## src/sv/cpfa_pkg.sv

```systemverilog
// cpfa_pkg: shared constants, types and codes for the page frame allocator
// no dependencies; used by the interfaces and by every module of the block except cpfa_ram
`timescale 1ns / 1ps
`default_nettype none

package cpfa_pkg;

  localparam int FRAME_COUNT = 64;
  localparam int PAGE_BITS   = 10;
  localparam int PROC_BITS   = 8;

  localparam int FRAME_W = $clog2(FRAME_COUNT);
  localparam int FILL_W  = $clog2(FRAME_COUNT + 1);
  localparam int OWNER_W = PROC_BITS + PAGE_BITS;

  localparam logic OP_ACCESS = 1'b0;
  localparam logic OP_FAULT  = 1'b1;

  typedef logic [FRAME_W-1:0]   frame_t;
  typedef logic [PROC_BITS-1:0] proc_t;
  typedef logic [PAGE_BITS-1:0] page_t;

  typedef struct packed {
    logic   set_en;
    frame_t set_idx;
    logic   set_mod;
    logic   clr_ref_en;
    frame_t clr_ref_idx;
    logic   grant_en;
    frame_t grant_idx;
  } flag_cmd_t;

  typedef struct packed {
    frame_t granted_frame;
    logic   evicted;
    proc_t  evicted_proc;
    page_t  evicted_page;
    logic   needs_writeback;
  } result_t;

endpackage

`default_nettype wire

```

## src/sv/cpfa_if.sv

```systemverilog
// cpfa_in_if / cpfa_out_if: valid/ready channels for requests and grants
// depends on cpfa_pkg for field widths
`timescale 1ns / 1ps
`default_nettype none

interface cpfa_in_if;
  logic                  valid;
  logic                  ready;
  logic                  op;
  cpfa_pkg::frame_t      frame_index;
  logic                  is_write;
  cpfa_pkg::proc_t       proc_id;
  cpfa_pkg::page_t       page_num;

  modport source (output valid, op, frame_index, is_write, proc_id, page_num,
                  input ready);
  modport sink   (input valid, op, frame_index, is_write, proc_id, page_num,
                  output ready);
endinterface

interface cpfa_out_if;
  logic                  valid;
  logic                  ready;
  cpfa_pkg::frame_t      granted_frame;
  logic                  evicted;
  cpfa_pkg::proc_t       evicted_proc;
  cpfa_pkg::page_t       evicted_page;
  logic                  needs_writeback;

  modport source (output valid, granted_frame, evicted, evicted_proc, evicted_page,
                  needs_writeback, input ready);
  modport sink   (input valid, granted_frame, evicted, evicted_proc, evicted_page,
                  needs_writeback, output ready);
endinterface

`default_nettype wire

```

## src/sv/clock_page_frame_allocator_top.sv

```systemverilog
// access: no result; the input stays ready
// fault with a free frame: result goes through the done state; ready again once it enters the output register
// fault with all frames owned: the hand tests one frame per cycle, then the read and done states follow,
//   skipping referenced frames (at most the frame count); ready again after that
// reset clears the flag bits, fill count and hand; owner ram needs no clearing
`timescale 1ns / 1ps
`default_nettype none

module clock_page_frame_allocator_top (
  input  wire logic  clk,
  input  wire logic  rst_n,
  cpfa_in_if.sink    in_chan,
  cpfa_out_if.source out_chan
);

  cpfa_pkg::flag_cmd_t          flag_cmd;
  cpfa_pkg::frame_t             flag_rd_idx;
  logic                         ref_bit;
  logic                         mod_bit;
  logic                         ram_we;
  cpfa_pkg::frame_t             ram_waddr;
  logic [cpfa_pkg::OWNER_W-1:0] ram_wdata;
  cpfa_pkg::frame_t             ram_raddr;
  logic [cpfa_pkg::OWNER_W-1:0] ram_rdata;

  cpfa_seq u_seq (
    .clk         (clk),
    .rst_n       (rst_n),
    .in_chan     (in_chan),
    .out_chan    (out_chan),
    .flag_cmd    (flag_cmd),
    .flag_rd_idx (flag_rd_idx),
    .ref_bit     (ref_bit),
    .mod_bit     (mod_bit),
    .ram_we      (ram_we),
    .ram_waddr   (ram_waddr),
    .ram_wdata   (ram_wdata),
    .ram_raddr   (ram_raddr),
    .ram_rdata   (ram_rdata)
  );

  cpfa_flags u_flags (
    .clk     (clk),
    .rst_n   (rst_n),
    .cmd     (flag_cmd),
    .rd_idx  (flag_rd_idx),
    .ref_bit (ref_bit),
    .mod_bit (mod_bit)
  );

  // owner process and page per frame
  cpfa_ram #(
    .WIDTH (cpfa_pkg::OWNER_W),
    .DEPTH (cpfa_pkg::FRAME_COUNT)
  ) u_owner_ram (
    .clk   (clk),
    .we    (ram_we),
    .waddr (ram_waddr),
    .wdata (ram_wdata),
    .raddr (ram_raddr),
    .rdata (ram_rdata)
  );

endmodule

`default_nettype wire

```

## src/sv/cpfa_ram.sv

```systemverilog
// cpfa_ram: generic single-write, single-read ram with registered read data
// no dependencies
`timescale 1ns / 1ps
`default_nettype none

module cpfa_ram #(
  parameter int WIDTH = 8,
  parameter int DEPTH = 64
) (
  input  wire logic                     clk,
  input  wire logic                     we,
  input  wire logic [$clog2(DEPTH)-1:0] waddr,
  input  wire logic [WIDTH-1:0]         wdata,
  input  wire logic [$clog2(DEPTH)-1:0] raddr,
  output logic      [WIDTH-1:0]         rdata
);

  logic [WIDTH-1:0] mem_r [DEPTH];

  always_ff @(posedge clk) begin
    if (we) begin
      mem_r[waddr] <= wdata;
    end
    rdata <= mem_r[raddr];
  end

endmodule

`default_nettype wire

```

## src/sv/cpfa_flags.sv

```systemverilog
// cpfa_flags: per-frame referenced and modified bits
// depends on cpfa_pkg; driven by the sequencer through flag_cmd_t
`timescale 1ns / 1ps
`default_nettype none

module cpfa_flags (
  input  wire logic                clk,
  input  wire logic                rst_n,
  input  wire cpfa_pkg::flag_cmd_t cmd,
  input  wire cpfa_pkg::frame_t    rd_idx,
  output logic                     ref_bit,
  output logic                     mod_bit
);

  logic [cpfa_pkg::FRAME_COUNT-1:0] ref_r, ref_nxt;
  logic [cpfa_pkg::FRAME_COUNT-1:0] mod_r, mod_nxt;

  always_comb begin
    ref_nxt = ref_r;
    mod_nxt = mod_r;
    if (cmd.set_en) begin
      ref_nxt[cmd.set_idx] = 1'b1;
      if (cmd.set_mod) begin
        mod_nxt[cmd.set_idx] = 1'b1;
      end
    end
    if (cmd.clr_ref_en) begin
      ref_nxt[cmd.clr_ref_idx] = 1'b0;
    end
    if (cmd.grant_en) begin
      ref_nxt[cmd.grant_idx] = 1'b0;
      mod_nxt[cmd.grant_idx] = 1'b0;
    end
  end

  always_ff @(posedge clk) begin
    if (!rst_n) begin
      ref_r <= '0;
      mod_r <= '0;
    end else begin
      ref_r <= ref_nxt;
      mod_r <= mod_nxt;
    end
  end

  assign ref_bit = ref_r[rd_idx];
  assign mod_bit = mod_r[rd_idx];

endmodule

`default_nettype wire

```

## src/sv/cpfa_seq.sv

```systemverilog
// cpfa_seq: request handshake, fill count, clock hand sweep and result register
// depends on cpfa_pkg and cpfa_if; drives cpfa_flags and the owner ram
`timescale 1ns / 1ps
`default_nettype none

module cpfa_seq (
  input  wire logic                  clk,
  input  wire logic                  rst_n,
  cpfa_in_if.sink                    in_chan,
  cpfa_out_if.source                 out_chan,
  output cpfa_pkg::flag_cmd_t        flag_cmd,
  output cpfa_pkg::frame_t           flag_rd_idx,
  input  wire logic                  ref_bit,
  input  wire logic                  mod_bit,
  output logic                       ram_we,
  output cpfa_pkg::frame_t           ram_waddr,
  output logic [cpfa_pkg::OWNER_W-1:0] ram_wdata,
  output cpfa_pkg::frame_t           ram_raddr,
  input  wire logic [cpfa_pkg::OWNER_W-1:0] ram_rdata
);

  localparam logic [1:0] ST_IDLE  = 2'd0;
  localparam logic [1:0] ST_SWEEP = 2'd1;
  localparam logic [1:0] ST_READ  = 2'd2;
  localparam logic [1:0] ST_DONE  = 2'd3;

  logic [1:0]                  state_r, state_nxt;
  logic [cpfa_pkg::FILL_W-1:0] fill_r, fill_nxt;
  cpfa_pkg::frame_t            hand_r, hand_nxt;
  logic                        out_valid_r, out_valid_nxt;

  cpfa_pkg::frame_t            victim_r, victim_nxt;
  logic                        vmod_r, vmod_nxt;
  cpfa_pkg::proc_t             proc_r, proc_nxt;
  cpfa_pkg::page_t             page_r, page_nxt;
  cpfa_pkg::result_t           res_r, res_nxt;
  cpfa_pkg::result_t           out_r, out_nxt;

  logic             in_acc;
  logic             full;
  logic             in_range;
  cpfa_pkg::frame_t fill_idx;
  cpfa_pkg::frame_t hand_inc;

  assign in_chan.ready = (state_r == ST_IDLE);
  assign in_acc        = in_chan.valid && in_chan.ready;
  assign full          = (fill_r == cpfa_pkg::FILL_W'(cpfa_pkg::FRAME_COUNT));
  assign fill_idx      = fill_r[cpfa_pkg::FRAME_W-1:0];
  assign in_range      = cpfa_pkg::FILL_W'(in_chan.frame_index)
                         < cpfa_pkg::FILL_W'(cpfa_pkg::FRAME_COUNT);
  assign hand_inc      = (hand_r == cpfa_pkg::FRAME_W'(cpfa_pkg::FRAME_COUNT - 1))
                         ? '0 : hand_r + 1'b1;

  assign flag_rd_idx = hand_r;
  assign ram_raddr   = hand_r;

  always_comb begin
    state_nxt     = state_r;
    fill_nxt      = fill_r;
    hand_nxt      = hand_r;
    out_valid_nxt = out_valid_r;
    victim_nxt    = victim_r;
    vmod_nxt      = vmod_r;
    proc_nxt      = proc_r;
    page_nxt      = page_r;
    res_nxt       = res_r;
    out_nxt       = out_r;
    flag_cmd      = '0;
    ram_we        = 1'b0;
    ram_waddr     = fill_idx;
    ram_wdata     = {in_chan.proc_id, in_chan.page_num};

    // output register drains independently of the sequencer
    if (out_valid_r && out_chan.ready) begin
      out_valid_nxt = 1'b0;
    end

    unique case (state_r)
      ST_IDLE: begin
        if (in_acc) begin
          if (in_chan.op == cpfa_pkg::OP_ACCESS) begin
            flag_cmd.set_en  = in_range;
            flag_cmd.set_idx = in_chan.frame_index;
            flag_cmd.set_mod = in_chan.is_write;
          end else if (!full) begin
            // lowest free frame is always the fill count
            flag_cmd.grant_en  = 1'b1;
            flag_cmd.grant_idx = fill_idx;
            ram_we             = 1'b1;
            fill_nxt           = fill_r + 1'b1;
            res_nxt            = '0;
            res_nxt.granted_frame = fill_idx;
            state_nxt          = ST_DONE;
          end else begin
            proc_nxt  = in_chan.proc_id;
            page_nxt  = in_chan.page_num;
            state_nxt = ST_SWEEP;
          end
        end
      end
      ST_SWEEP: begin
        if (ref_bit) begin
          flag_cmd.clr_ref_en  = 1'b1;
          flag_cmd.clr_ref_idx = hand_r;
        end else begin
          victim_nxt = hand_r;
          vmod_nxt   = mod_bit;
          state_nxt  = ST_READ;
        end
        hand_nxt = hand_inc;
      end
      ST_READ: begin
        res_nxt.granted_frame   = victim_r;
        res_nxt.evicted         = 1'b1;
        res_nxt.evicted_proc    = ram_rdata[cpfa_pkg::OWNER_W-1:cpfa_pkg::PAGE_BITS];
        res_nxt.evicted_page    = ram_rdata[cpfa_pkg::PAGE_BITS-1:0];
        res_nxt.needs_writeback = vmod_r;
        flag_cmd.grant_en       = 1'b1;
        flag_cmd.grant_idx      = victim_r;
        ram_we                  = 1'b1;
        ram_waddr               = victim_r;
        ram_wdata               = {proc_r, page_r};
        state_nxt               = ST_DONE;
      end
      ST_DONE: begin
        if (!out_valid_r || out_chan.ready) begin
          out_nxt       = res_r;
          out_valid_nxt = 1'b1;
          state_nxt     = ST_IDLE;
        end
      end
      default: begin
        state_nxt = ST_IDLE;
      end
    endcase
  end

  always_ff @(posedge clk) begin
    if (!rst_n) begin
      state_r     <= ST_IDLE;
      fill_r      <= '0;
      hand_r      <= '0;
      out_valid_r <= 1'b0;
    end else begin
      state_r     <= state_nxt;
      fill_r      <= fill_nxt;
      hand_r      <= hand_nxt;
      out_valid_r <= out_valid_nxt;
    end
  end

  always_ff @(posedge clk) begin
    victim_r <= victim_nxt;
    vmod_r   <= vmod_nxt;
    proc_r   <= proc_nxt;
    page_r   <= page_nxt;
    res_r    <= res_nxt;
    out_r    <= out_nxt;
  end

  assign out_chan.valid           = out_valid_r;
  assign out_chan.granted_frame   = out_r.granted_frame;
  assign out_chan.evicted         = out_r.evicted;
  assign out_chan.evicted_proc    = out_r.evicted_proc;
  assign out_chan.evicted_page    = out_r.evicted_page;
  assign out_chan.needs_writeback = out_r.needs_writeback;

endmodule

`default_nettype wire
```

## src/flat_wrapper.sv

```systemverilog
// flat-port wrapper written by rule: the top's interface ports become plain ports
module clock_page_frame_allocator_top_flat 
  (clk, rst_n, in_chan_valid, in_chan_op, in_chan_frame_index, in_chan_is_write, in_chan_proc_id, in_chan_page_num, in_chan_ready, out_chan_valid, out_chan_granted_frame, out_chan_evicted, out_chan_evicted_proc, out_chan_evicted_page, out_chan_needs_writeback, out_chan_ready);
  cpfa_in_if in_chan_i ();
  cpfa_out_if out_chan_i ();
  input  wire logic clk;
  input  wire logic rst_n;
  input wire logic [$bits(in_chan_i.valid)-1:0] in_chan_valid;
  input wire logic [$bits(in_chan_i.op)-1:0] in_chan_op;
  input wire logic [$bits(in_chan_i.frame_index)-1:0] in_chan_frame_index;
  input wire logic [$bits(in_chan_i.is_write)-1:0] in_chan_is_write;
  input wire logic [$bits(in_chan_i.proc_id)-1:0] in_chan_proc_id;
  input wire logic [$bits(in_chan_i.page_num)-1:0] in_chan_page_num;
  output wire logic [$bits(in_chan_i.ready)-1:0] in_chan_ready;
  output wire logic [$bits(out_chan_i.valid)-1:0] out_chan_valid;
  output wire logic [$bits(out_chan_i.granted_frame)-1:0] out_chan_granted_frame;
  output wire logic [$bits(out_chan_i.evicted)-1:0] out_chan_evicted;
  output wire logic [$bits(out_chan_i.evicted_proc)-1:0] out_chan_evicted_proc;
  output wire logic [$bits(out_chan_i.evicted_page)-1:0] out_chan_evicted_page;
  output wire logic [$bits(out_chan_i.needs_writeback)-1:0] out_chan_needs_writeback;
  input wire logic [$bits(out_chan_i.ready)-1:0] out_chan_ready;
  assign in_chan_i.valid = in_chan_valid;
  assign in_chan_i.op = in_chan_op;
  assign in_chan_i.frame_index = in_chan_frame_index;
  assign in_chan_i.is_write = in_chan_is_write;
  assign in_chan_i.proc_id = in_chan_proc_id;
  assign in_chan_i.page_num = in_chan_page_num;
  assign in_chan_ready = in_chan_i.ready;
  assign out_chan_valid = out_chan_i.valid;
  assign out_chan_granted_frame = out_chan_i.granted_frame;
  assign out_chan_evicted = out_chan_i.evicted;
  assign out_chan_evicted_proc = out_chan_i.evicted_proc;
  assign out_chan_evicted_page = out_chan_i.evicted_page;
  assign out_chan_needs_writeback = out_chan_i.needs_writeback;
  assign out_chan_i.ready = out_chan_ready;
  clock_page_frame_allocator_top u_core (.clk(clk), .rst_n(rst_n), .in_chan(in_chan_i), .out_chan(out_chan_i));
endmodule
```

## config.mk

```make
export PLATFORM = sky130hd
export DESIGN_NAME = clock_page_frame_allocator_top_flat
export DESIGN_NICKNAME = d
export VERILOG_FILES = /design/src/sv/cpfa_pkg.sv /design/src/sv/cpfa_if.sv /design/src/sv/clock_page_frame_allocator_top.sv /design/src/sv/cpfa_ram.sv /design/src/sv/cpfa_flags.sv /design/src/sv/cpfa_seq.sv /design/src/flat_wrapper.sv
export SDC_FILE = /design/constraint.sdc
export NUM_CORES = 2
export LEC_CHECK = 0
export BUFFER_PORTS_ARGS = -buffer_cell sky130_fd_sc_hd__buf_2
export CELL_PAD_IN_SITES_DETAIL_PLACEMENT = 0
export CELL_PAD_IN_SITES_GLOBAL_PLACEMENT = 1
export CORE_MARGIN = 1.5
export CORE_UTILIZATION = 55
export CTS_CLUSTER_SIZE = 40
export DETAILED_ROUTE_END_ITERATION = 8
export PLACE_DENSITY = 0.79
export RECOVER_POWER = 25
export SLEW_MARGIN = 30
export SYNTH_ARGS = -nofsm -noshare
export SYNTH_HDL_FRONTEND = slang
export SYNTH_HIERARCHICAL = 1
export SYNTH_SLANG_ARGS = --single-unit
```

## constraint.sdc

```tcl
create_clock -name clk -period 9.6 [get_ports clk]
set_clock_uncertainty 0.15 [all_clocks]
set_input_delay 2.88 -clock clk [delete_from_list [all_inputs] [get_ports clk]]
set_output_delay 2.88 -clock clk [all_outputs]
set_load 0.05 [all_outputs]
```

==> results.md <==
* Run status: complete, but fails checks
* Failing checks: max-capacitance violations, max-slew violations
* CP Max Fanout at 44
* Starting Density at 55.7%
* Post-CTS setup repair buffer count at 0
* Die Span Y at 319 µm
* # rows at 115
* Register bit total from synthesis at 1,391
* Die width at 319 µm
* Post-synth EDFFs at 1,229
* Ys async rst share at 0%
* XOR/XNOR share of the synthesized area at 0.0638%
* Antenna-violating nets left at 0
* Sequential share of the synthesized area at 73.2%
* TNS Setup at 0 ps
* Proportion of synthesized area in mux cells at 15.6%
* Final setup fails at 0
* Power Density at 254 nW/µm²
* Leakage Power at 18.3 nW
* Ys Warns at 6
* Routability cong. at 0.883
* GRT overflow at 0
* MaxCap Viol Count at 24
* Via total after detailed routing at 29,200
* Via-per-instance ratio at 6.55
* Vias in the first global route at 28,900
* CTS Buf Count at 140
* Crit share post-route at 66.7%
* Worst endpoint required time at 10,040 ps
* Largest net degree at the start of global routing at 137
* Number of cells after detailed placement at 4,205
* Worst Path Arrival at 6840 ps
* Non-filler cells, final at 4,460
* DRT Pass-1 Iters at 6
* H-tree depth at 4
* Compound-Gate Fraction of Synth Area at 3.99%
* Io pins at 58
* Synthesized Nets at 3,023
* Clock slew at reported path FFs at 60 ps
* Post-synthesis cell area at 54,900 µm²
* CP Class: reg -> reg
* Share of cells above drive strength 1 at 22.0%
* Core ar. at 98,600 µm²
* Final net count at 3,099
* RSZ-0062 raised after global routing: false
* Worst setup SP type: flip-flop
* Hold Path Class: reg -> reg
* Worst Tran Pin Value at 3510 ps
* CP Capture Type: flip-flop
* DR WL/cell at 30.4 µm
* Hold slack at 263 ps
* Final Critical Period at 6400 ps
* Syn Inst Count at 2,985
* Total GRT Usage at 26.7%
* Resized Gates After CTS at 0
* # hold bufs at CTS at 0
* DR iter-0 viols at 3,920
* CTS tree: done
* Adder-cell share of the synthesized area at 0.182%
* Clk_lat worst skew at 740 ps
* Die area at 102,000 µm²
* Max Fclk at 156 MHz
* Final Max Tran Viols at 1,340
* Maximum clock path buffer count at 3
* Port-buffer cells at 57
* DRC Markers at 0
* Root Buffer: clkbuf_16
* Main synth FF type: edfxtp_1
* Antenna violations before repair at 2
* Synth-to-layout area growth at 10.8%
* DP HPWL at 80,600 µm
* Final wirelength at 136,000 µm
* # clock sinks at 1,391
* Mapped Avg Cell Area at 18.4 µm²
* Maximum vdd ir drop at 183 µV
* Slew Limit Headroom at -134%
* Synth Area in Simple Gates at 5.01%
* Largest family of logic cells by synthesized area: multiplexers
* Final Hold Viols at 0
* Global-route wire length before repair at 197,000 µm
* Cell variety after synth at 70
## worst max-delay path, stage by stage (launching register included)
cell and delay (ps):
dfxtp_1 2260, clkbuf_1 2120, mux4_2 590, o22ai_1 130
or3_1 520, o21ai_1 410
## cells by family (layout without fill, tap and decap cells)
family                   after synthesis  count (layout)
flip-flops                          1391            1391
AND/OR/NAND/NOR                      549             549
multiplexers                         454             454
AO/OA/AOI/OAI                        391             391
buffers and inverters                188             374
adder cells (fa/ha/maj)                8               8
XOR/XNOR                               4               4
other                                  0               2
## per-layer routing
| layer | share of wire [%] | track usage (%) | wire [µm] |
|---|---|---|---|
| met5 | 0 | 0 | 0 |
| met4 | 3.6 | 10.0 | 4830 |
| met3 | 9.1 | 5.82 | 12300 |
| met2 | 48 | 42.0 | 64900 |
| met1 | 40 | 37.1 | 53600 |
## final timing paths
check | cells after the start | to | slack, ps | startpoint
max | 5 | u_core/u_owner_ram/rdata[17]$_DFF_P_ | 3200 | u_core/u_seq/flag_rd_idx[1]$_SDFFE_PN0P_
min | 0 | u_core/u_seq/out_chan.evicted_page[2]$_DFFE_PP_ | 260 | u_core/u_seq/res_r[3]$_SDFFCE_PN0P_
max reg2reg | 5 | u_core/u_owner_ram/rdata[17]$_DFF_P_ | 3200 | u_core/u_seq/flag_rd_idx[1]$_SDFFE_PN0P_
min reg2reg | 0 | u_core/u_seq/out_chan.evicted_page[2]$_DFFE_PP_ | 260 | u_core/u_seq/res_r[3]$_SDFFCE_PN0P_
## area by class of cell
type                    count  area (µm²)
flip-flops and latches   1391       40100
fillers                  6750       37700
multi-input cells        1406       14000
clock buffers             185        3770
well taps                1287        1610
repair buffers            114         687
clock inverters            67         619
inverters                   8        30.0
diodes                      2        5.00
## cells in the final DEF, fill, tap and decap left out, types with 26 or more instances in the layout
master	netlist	final
a211oi_1	34	34
a21oi_1	159	159
buf_2	56	49
buf_4	36	42
clkbuf_1	62	59
clkbuf_16	0	143
clkinv_1	1	26
dfxtp_1	162	162
edfxtp_1	1229	1229
mux2i_1	105	105
mux4_2	315	315
nand2_1	68	68
nand3_1	36	35
nor2_1	227	184
nor2_4	1	42
nor3_1	62	60
o21ai_0	104	101
o21ai_1	32	35
o22ai_1	26	26
## metrics by stage
stage	util, %	power, mW	instance area (µm²)	setup WS [ps]
4_1_cts	61.7	15.5	60800	3860
2_1_floorplan	-	9.29	54900	4000
6_report	61.7	15.5	60800	3200
3_5_place_dp	57.3	10.3	56400	3050
5_1_grt	61.7	15.9	60800	2750
3_3_place_gp	57.1	10.2	56300	3100
## cell usage after synthesis (all sizes together) (11+ instances only)
| master | instances | share of area, % |
|---|---|---|
| edfxtp | 1229 | 67 |
| mux4 | 316 | 13 |
| nor2 | 230 | 1.6 |
| a21oi | 164 | 1.5 |
| dfxtp | 162 | 5.9 |
| o21ai | 136 | 1.2 |
| buf | 118 | 1.5 |
| mux2i | 105 | 1.9 |
| nand2 | 68 | 0.47 |
| nor3 | 65 | 0.63 |
| clkbuf | 62 | 0.42 |
| nand3 | 36 | 0.33 |
| and2 | 35 | 0.40 |
| a211oi | 34 | 0.47 |
| mux2 | 33 | 0.68 |
| o22ai | 26 | 0.30 |
| nor2b | 18 | 0.21 |
| or3 | 18 | 0.21 |
| and3 | 17 | 0.20 |
| a22oi | 13 | 0.18 |
| nand4 | 13 | 0.18 |
| nand3b | 11 | 0.15 |
## state kept, by name (all words and copies together), names as in the netlist, 10 cells and up
signal,flops
u_core/u_owner_ram/mem_r,1152
u_core/u_flags/mod_r,64
u_core/u_flags/ref_r,64
u_core/u_seq/res_r,26
u_core/u_owner_ram/rdata,18
u_core/u_seq/out_chan.evicted_page,10
u_core/u_seq/page_r,10
## power by group
part / switching (mW) / total, mW / internal (mW)
Sequential: 0.126 / 7.42 / 7.30
Combinational: 1.86 / 2.80 / 0.933
Clock: 2.23 / 5.24 / 3.01
No activity file was read; power rests on OpenSTA's default activity.
